<file path="src/rtl/core/sit_pkg.sv">
// Shared constants and types of the symbol index table.
`default_nettype none

package sit_pkg;

	localparam int SLOTS = 128;
	// counter reaches SLOTS when a search runs off the last cell
	localparam int CNT_W = $clog2(SLOTS + 1);

	localparam logic [1:0] OP_LOOKUP = 2'd0;
	localparam logic [1:0] OP_INSERT = 2'd1;
	localparam logic [1:0] OP_CLEAR  = 2'd2;

	localparam logic [2:0] ST_FOUND     = 3'd0;
	localparam logic [2:0] ST_INSERTED  = 3'd1;
	localparam logic [2:0] ST_NOT_FOUND = 3'd2;
	localparam logic [2:0] ST_FULL      = 3'd3;
	localparam logic [2:0] ST_CLEARED   = 3'd4;

	// search token walking down the cell chain
	typedef struct packed {
		logic       valid;
		logic [1:0] op;
		logic [7:0] sym;
	} tok_t;

	// per-cell outcome while it holds the token
	typedef struct packed {
		logic hit;
		logic free;
	} rsp_t;

	// chain outcome seen by the controller
	typedef struct packed {
		logic hit;
		logic free;
		logic tail;
	} srch_t;

endpackage

`default_nettype wire

</file>
<file path="src/rtl/core/sit_cell.sv">
// One table slot: stored symbol, occupied flag and the token stage to the next slot.
`default_nettype none

module sit_cell import sit_pkg::*; (
	input  wire  clk,
	input  wire  arst_n,
	input  logic clr,
	input  tok_t tok_in,
	output tok_t tok_out,
	output rsp_t rsp
);

	logic [7:0] entry_q;
	logic       occ_q;
	tok_t       tok_q;
	logic       match;
	logic       wr_en;

	assign match = tok_in.valid && occ_q && (tok_in.sym == entry_q) && (tok_in.sym != 8'd0);
	assign rsp.hit  = match;
	assign rsp.free = tok_in.valid && !occ_q;

	// first free slot takes a new nonzero symbol
	assign wr_en = rsp.free && (tok_in.op == OP_INSERT) && (tok_in.sym != 8'd0);

	always_ff @(posedge clk or negedge arst_n) begin
		if (!arst_n) begin
			occ_q <= 1'b0;
		end else if (clr) begin
			occ_q <= 1'b0;
		end else if (wr_en) begin
			occ_q <= 1'b1;
		end
	end

	always_ff @(posedge clk) begin
		if (wr_en) begin
			entry_q <= tok_in.sym;
		end
	end

	// token moves on only past an occupied, non-matching slot
	always_ff @(posedge clk or negedge arst_n) begin
		if (!arst_n) begin
			tok_q <= '0;
		end else begin
			tok_q.valid <= tok_in.valid && occ_q && !match;
			tok_q.op    <= tok_in.op;
			tok_q.sym   <= tok_in.sym;
		end
	end

	assign tok_out = tok_q;

endmodule

`default_nettype wire

</file>
<file path="src/rtl/core/sit_ctrl.sv">
// Handshake, token launch, slot counter and result register of the symbol index table.
`default_nettype none

module sit_ctrl import sit_pkg::*; (
	input  wire         clk,
	input  wire         arst_n,
	input  logic        in_valid,
	output logic        in_stall,
	input  logic [1:0]  operation,
	input  logic [7:0]  symbol,
	output logic        out_valid,
	input  logic        out_stall,
	output logic [6:0]  slot_index,
	output logic [2:0]  status,
	output tok_t        launch,
	output logic        clr,
	input  srch_t       srch
);

	typedef enum logic [2:0] {
		S_IDLE   = 3'b001,
		S_SEARCH = 3'b010,
		S_HOLD   = 3'b100
	} state_t;

	state_t             state_q, state_d;
	tok_t               launch_q;
	logic [CNT_W-1:0]   cnt_q;
	logic [CNT_W+6:0]   cnt_ext;
	logic [6:0]         cnt_slot;
	logic               accept;
	logic               is_search;
	logic               out_ok;
	logic               res_valid;
	logic [6:0]         res_slot;
	logic [2:0]         res_status;
	logic [6:0]         pend_slot_q;
	logic [2:0]         pend_status_q;
	logic               out_valid_q;
	logic [6:0]         slot_q;
	logic [2:0]         status_q;

	assign in_stall  = (state_q != S_IDLE);
	assign accept    = in_valid && (state_q == S_IDLE);
	assign is_search = (operation == OP_LOOKUP) || (operation == OP_INSERT);
	assign out_ok    = !out_valid_q || !out_stall;
	assign clr       = accept && (operation == OP_CLEAR);

	// slot number keeps its low 7 bits
	assign cnt_ext  = {7'd0, cnt_q};
	assign cnt_slot = cnt_ext[6:0];

	always_comb begin
		res_valid  = 1'b0;
		res_slot   = 7'd0;
		res_status = ST_NOT_FOUND;
		case (state_q)
			S_IDLE: begin
				if (accept && !is_search) begin
					res_valid  = 1'b1;
					res_status = (operation == OP_CLEAR) ? ST_CLEARED : ST_NOT_FOUND;
				end
			end
			S_SEARCH: begin
				if (srch.hit) begin
					res_valid  = 1'b1;
					res_slot   = cnt_slot;
					res_status = ST_FOUND;
				end else if (srch.free) begin
					res_valid = 1'b1;
					if (launch_q.op == OP_INSERT) begin
						res_slot   = cnt_slot;
						res_status = (launch_q.sym == 8'd0) ? ST_FOUND : ST_INSERTED;
					end
				end else if (srch.tail) begin
					res_valid  = 1'b1;
					res_status = (launch_q.op == OP_INSERT) ? ST_FULL : ST_NOT_FOUND;
				end
			end
			S_HOLD: begin
				res_valid  = 1'b1;
				res_slot   = pend_slot_q;
				res_status = pend_status_q;
			end
			default: begin
				res_valid = 1'b0;
			end
		endcase
	end

	always_comb begin
		state_d = state_q;
		case (state_q)
			S_IDLE: begin
				if (accept && is_search) begin
					state_d = S_SEARCH;
				end else if (res_valid && !out_ok) begin
					state_d = S_HOLD;
				end
			end
			S_SEARCH: begin
				if (res_valid) begin
					state_d = out_ok ? S_IDLE : S_HOLD;
				end
			end
			S_HOLD: begin
				if (out_ok) begin
					state_d = S_IDLE;
				end
			end
			default: begin
				state_d = S_IDLE;
			end
		endcase
	end

	always_ff @(posedge clk or negedge arst_n) begin
		if (!arst_n) begin
			state_q     <= S_IDLE;
			out_valid_q <= 1'b0;
			launch_q    <= '0;
			cnt_q       <= '0;
		end else begin
			state_q <= state_d;
			if (out_ok) begin
				out_valid_q <= res_valid;
			end
			launch_q.valid <= accept && is_search;
			if (accept) begin
				launch_q.op  <= operation;
				launch_q.sym <= symbol;
				cnt_q        <= '0;
			end else if (state_q == S_SEARCH) begin
				cnt_q <= cnt_q + 1'b1;
			end
		end
	end

	always_ff @(posedge clk) begin
		if (res_valid && out_ok) begin
			slot_q   <= res_slot;
			status_q <= res_status;
		end
		if (res_valid && !out_ok) begin
			pend_slot_q   <= res_slot;
			pend_status_q <= res_status;
		end
	end

	assign launch     = launch_q;
	assign out_valid  = out_valid_q;
	assign slot_index = slot_q;
	assign status     = status_q;

endmodule

`default_nettype wire

</file>
<file path="src/rtl/core/symbol_index_table.sv">
// Symbol index table top level: controller and the chain of slot cells.
//
// Input channel (in_valid / in_stall) carries operation and symbol; output
// channel (out_valid / out_stall) carries slot_index and status, one result
// per item, in order.
// Lookup and insert launch a search token that walks the slot cells, one
// cell per cycle, and stops at the first matching slot or the first free
// slot, whose index is the fill count on a miss; with no match in a full
// table it runs off the last cell. No new item is taken while a search
// runs; the next one can be taken in the cycle after the result is
// registered, so the item rate is set by the walk through the cell chain.
// Clear and the unused code give their result one cycle after acceptance
// and cost one cycle per item.
// A stalled receiver holds the output register; a finished result then waits
// in a holding register and no new item is taken until it moves on.
// Reset clears all occupied flags at once, so the table is empty right away.
`default_nettype none

module symbol_index_table import sit_pkg::*; (
	input  wire        clk,
	input  wire        arst_n,
	input  logic       in_valid,
	output logic       in_stall,
	input  logic [1:0] operation,
	input  logic [7:0] symbol,
	output logic       out_valid,
	input  logic       out_stall,
	output logic [6:0] slot_index,
	output logic [2:0] status
);

	tok_t             chain [SLOTS+1];
	rsp_t             rsp   [SLOTS];
	logic [SLOTS-1:0] hit_v;
	logic [SLOTS-1:0] free_v;
	logic             clr;
	srch_t            srch;

	sit_ctrl u_ctrl (
		.clk        (clk),
		.arst_n     (arst_n),
		.in_valid   (in_valid),
		.in_stall   (in_stall),
		.operation  (operation),
		.symbol     (symbol),
		.out_valid  (out_valid),
		.out_stall  (out_stall),
		.slot_index (slot_index),
		.status     (status),
		.launch     (chain[0]),
		.clr        (clr),
		.srch       (srch)
	);

	for (genvar k = 0; k < SLOTS; k++) begin : g_cell
		sit_cell u_cell (
			.clk     (clk),
			.arst_n  (arst_n),
			.clr     (clr),
			.tok_in  (chain[k]),
			.tok_out (chain[k+1]),
			.rsp     (rsp[k])
		);
		assign hit_v[k]  = rsp[k].hit;
		assign free_v[k] = rsp[k].free;
	end

	// only one cell holds the token at a time
	assign srch.hit  = |hit_v;
	assign srch.free = |free_v;
	assign srch.tail = chain[SLOTS].valid;

endmodule

`default_nettype wire

</file>
<file path="config.mk">
export PLATFORM = sky130hd
export DESIGN_NAME = symbol_index_table
export DESIGN_NICKNAME = d
export VERILOG_FILES = /design/src/rtl/core/sit_pkg.sv /design/src/rtl/core/sit_cell.sv /design/src/rtl/core/sit_ctrl.sv /design/src/rtl/core/symbol_index_table.sv
export SDC_FILE = /design/constraint.sdc
export NUM_CORES = 2
export LEC_CHECK = 0
export ABC_AREA = 1
export BUFFER_PORTS_ARGS = -buffer_cell sky130_fd_sc_hd__buf_2
export CAP_MARGIN = 10
export CELL_PAD_IN_SITES_DETAIL_PLACEMENT = 1
export CELL_PAD_IN_SITES_GLOBAL_PLACEMENT = 1
export CORE_ASPECT_RATIO = 2
export CORE_MARGIN = 4
export CORE_UTILIZATION = 50
export CTS_CLUSTER_DIAMETER = 150
export DETAILED_ROUTE_END_ITERATION = 12
export PLACE_DENSITY = 0.8
export REMOVE_ABC_BUFFERS = 1
export SLEW_MARGIN = 15
export SYNTH_ARGS = -nofsm -noshare
export SYNTH_HDL_FRONTEND = slang
export SYNTH_SLANG_ARGS = --single-unit
</file>
<file path="constraint.sdc">
create_clock -name clk -period 5.1 [get_ports clk]
set_input_delay 1.02 -clock clk [delete_from_list [all_inputs] [get_ports clk]]
set_output_delay 1.02 -clock clk [all_outputs]
set_load 0.1 [all_outputs]
</file>
==> results.md <==
* Result of the run: completed
* Synthesis-to-layout area growth at 12.0%
* Largest buffer count on any clock path at 4
* Number of instances in the synthesized netlist at 8403
* Final TNS setup at 0 ns
* Power, Total at 46.9 mW
* DRC violations left at 0
* Std-Cell Rows at around 230
* Cell with the largest stage delay on the worst path: sky130_fd_sc_hd__nor2_1
* Iter 0 DRT Violations at between 3000 and 4000
* Minimum clock period after layout at ~4.1 ns
* RR Startpoint: g_cell[110].u_cell.tok_out[6]
* Boundary pin count at 26
* Clock root cell: sky130_fd_sc_hd__clkbuf_16
* Grt ovf at 0
* Largest cells by area after synthesis: sky130_fd_sc_hd__dfrtp_1 40%, sky130_fd_sc_hd__edfxtp_1 32%, sky130_fd_sc_hd__nand2_1 6.5%
* Dominant synthesized flop cell: sky130_fd_sc_hd__dfrtp_1
* Max Fanout on Critical Path at 10
* Netlist Area Pre-Place at around 97000 um2
* IR drop worst, VDD at roughly 400 uV
* Sinks on the clock net at between 2000 and 3000
* Static power due to leakage at 47.8 nW
* F_max at 246 MHz
* Relative max-transition margin at between 10% and 20%
* Count of hold buffers inserted by post-cts repair at 0
* Number of antenna violations at the first check in global routing at 6
* Average size of a mapped cell at around 12 um2
* Count of vias placed by the detailed router at roughly 60000
* Die extent in x at 319 um
* Largest area contributor in the synthesized netlist: sky130_fd_sc_hd__dfrtp_1
* GRT Resource Usage Total at 25.5%
* Resized Gates After CTS at 0
* Number of distinct standard cells referenced by the synthesized netlist at 36
* Synthesis-stage register bit count at around 2600
* Post-DR wirelength/cell at 22.4 um
* TritonRoute pass-1 iters at 5
* Path type of the worst setup path: register to register
* Via count normalized by instance count at around 5.2
* Final nets at 8716
* Port buffer count at 25
* Placer congestion estimate at between 0.8 and 0.9
* Skew-Pair Late Insertion Delay at roughly 0.84 ns
* Worst Clk Skew at ~0.045 ns
* Area fraction of the dominant cell type after synthesis at roughly two fifths
* Buffers & Inverters on Critical Path at 1
* CTS tree: yes
* Worst path arrival time at between 4 and 5 ns
* Length in cells of the worst reg-to-reg path at 16
* Kind of cell with the highest combined delay on the critical path: simple AND/OR/NAND/NOR gates
* Final hold slack at between 0.15 and 0.2 ns
* Post-synth ARST share at about three fifths
* Final antenna-violating net count at 0
* Number of buffers added by the clock tree synthesis step at about 220
* Startpoint kind of the worst setup timing path: register
* Power per cell area at ~430 nW/um2
* Worst min-delay path category: input port to asynchronous set/reset pin
* Via count of the first global-routing pass at 69800
* Tightest Pin Transition at roughly 1.3 ns
* Maximum level of the CTS H-tree at 4
* Reg-to-reg critical path endpoint: u_ctrl.pend_slot_q[6]
* Clk pin slew, worst setup/hold paths at approximately 0.070 ns
* Standard cell area after detailed placement at ~100000 um2
* Maximum Capacitance Violations at 0
* Core footprint at around 190000 um2
* Count of synthesis-stage warnings from yosys at 0
* Number of post-CTS setup repair buffers at 0
* Final hold violation count at 0
* Effective utilization at floorplan at between 50 and 60%
* Utilization of the core after routing at 56.3%
* Routed WL at approximately 260000 um
* Total die area at 201000 um2
* Ratio of cells with drive above 1 in the final layout at roughly 7%
* Setup-violating endpoint count in the final report at 0
* Delay of the slowest cell on the worst path at 0.58 ns
* RSZ-0062 raised after global routing: false
* Required time at the worst-slack endpoint at roughly 5.6 ns
* Overall die height at approximately 630 um
* Fin crit share at between 70% and 80%
* Final HPWL from detailed placement at ~180000 um
* Max Slew Vio Count at 0
* Category of the worst setup path capture point: register
* Largest net degree at the start of global routing at 129
* Number of enable-type register cells in the synthesized netlist at approximately 1000
* Register-to-register setup slack at about 1.0 ns
* Finished Cell Area at 108000 um2
* Cells along the critical path: nor2_1 > nand2_1 > nor2_1 > nor2_1 > nand3_1 > nand2_1 > nor2_1 > nand2_1 > nor2_1 > nand2_1 > nor2_2 > nand3_1 > nand2_1 > nand2_2 > nand2_2 > inv_1
* Sequential fraction of the synthesis area at 72.5%
* First-pass GRT wire length at roughly 400000 um
==> area by class of cell <==
cell class / instances / area (um2)
antenna: 1 / 2.50
clock buffer: 312 / 6290
clock inverter: 87 / 830
fill: 19800 / 84200
inverter: 1209 / 4540
multi-input combinational: 4585 / 22600
sequential: 2592 / 70100
tap: 2530 / 3170
timing repair buffer: 95 / 816
==> layer usage <==
layer	track usage, %	wire length [um]	vias to the layer above
li1	-	-	27100
met1	23.1	79700	30900
met2	52.4	151000	979
met3	2.71	6180	711
met4	15.9	19200	4
met5	0	21	-
==> kinds of logic (layout without fill, tap and decap cells) <==
group | Yosys count | in the layout | share of synthesized area (%)
other | 0 | 1 | 0
AO/OA/AOI/OAI | 163 | 163 | 0.950
XOR/XNOR | 508 | 508 | 4.60
AND/OR/NAND/NOR | 3913 | 3913 | 17.2
buffers and inverters | 1226 | 1703 | 4.78
flip-flops | 2592 | 2592 | 72.5
adder cells (fa/ha/maj) | 1 | 1 | 0.0129
==> synth_stat cells, drive strengths merged, types with 2 or more instances <==
| cell | n |
|---|---|
| a21oi | 53 |
| a22o | 2 |
| a31oi | 61 |
| and3 | 8 |
| buf | 14 |
| clkbuf | 3 |
| dfrtp | 1547 |
| edfxtp | 1044 |
| inv | 1208 |
| nand2 | 1680 |
| nand3 | 402 |
| nand4 | 64 |
| nor2 | 1466 |
| nor3 | 46 |
| nor4 | 20 |
| nor4b | 127 |
| o21ai | 38 |
| o22ai | 7 |
| or2 | 98 |
| xnor2 | 405 |
| xor2 | 103 |
==> sequential cells by signal, indices dropped and copies added, names as in the netlist <==
signal	flops
u_ctrl.state_q	3
g_cell.u_cell.tok_out	1398
u_ctrl.pend_slot_q	7
g_cell.u_cell.occ_q	128
u_ctrl.status	3
u_ctrl.out_valid	1
u_ctrl.pend_status_q	3
u_ctrl.slot_index	7
u_ctrl.cnt_q	7
g_cell.u_cell.entry_q	1024
u_ctrl.launch	11
==> worst max path at each step <==
stage / cells after the start / to / slack (ns) / start
3_3_place_gp: 16 / u_ctrl.pend_slot_q[5] / 1.21 / g_cell[20].u_cell.tok_out[5]
5_1_grt: 16 / u_ctrl.pend_slot_q[0] / 0.99 / g_cell[110].u_cell.tok_out[6]
6_report: 16 / u_ctrl.pend_slot_q[6] / 1.03 / g_cell[110].u_cell.tok_out[6]
3_5_place_dp: 16 / u_ctrl.pend_slot_q[3] / 1.06 / g_cell[110].u_cell.tok_out[6]
2_1_floorplan: 7 / u_ctrl.pend_status_q[1] / -1.25 / in_valid
4_1_cts: 16 / u_ctrl.pend_slot_q[0] / 1.05 / g_cell[110].u_cell.tok_out[6]
==> stage by stage <==
stage,worst slack [ns],cells
2_1_floorplan,-1.25,8386
3_3_place_gp,1.21,11000
3_5_place_dp,1.06,11000
4_1_cts,1.05,11400
5_1_grt,0.990,11400
6_report,1.03,11400
==> placed cells by master, fill, tap and decap left out, drive strengths merged <==
cell type  instances
nand2           1680
dfrtp           1547
nor2            1466
inv             1217
edfxtp          1044
xnor2            405
nand3            402
clkbuf           312
nor4b            127
xor2             103
or2               98
buf               95
nand4             64
a31oi             61
clkinv            59
a21oi             53
nor3              46
o21ai             38
nor4              20
bufinv            14
and3               8
o22ai              7
clkinvlp           6
a22o               2
diode              1
nand3b             1
nor3b              1
a22oi              1
o221ai             1
ha                 1
dfstp              1
==> power by group <==
part	switching [mW]	internal [mW]	leakage, nW	total (mW)
logic	2.19	1.30	15.5	3.49
clock network	7.66	9.30	3.51	17.0
registers	2.53	23.9	28.8	26.5
(Power assumes the default switching activity.)
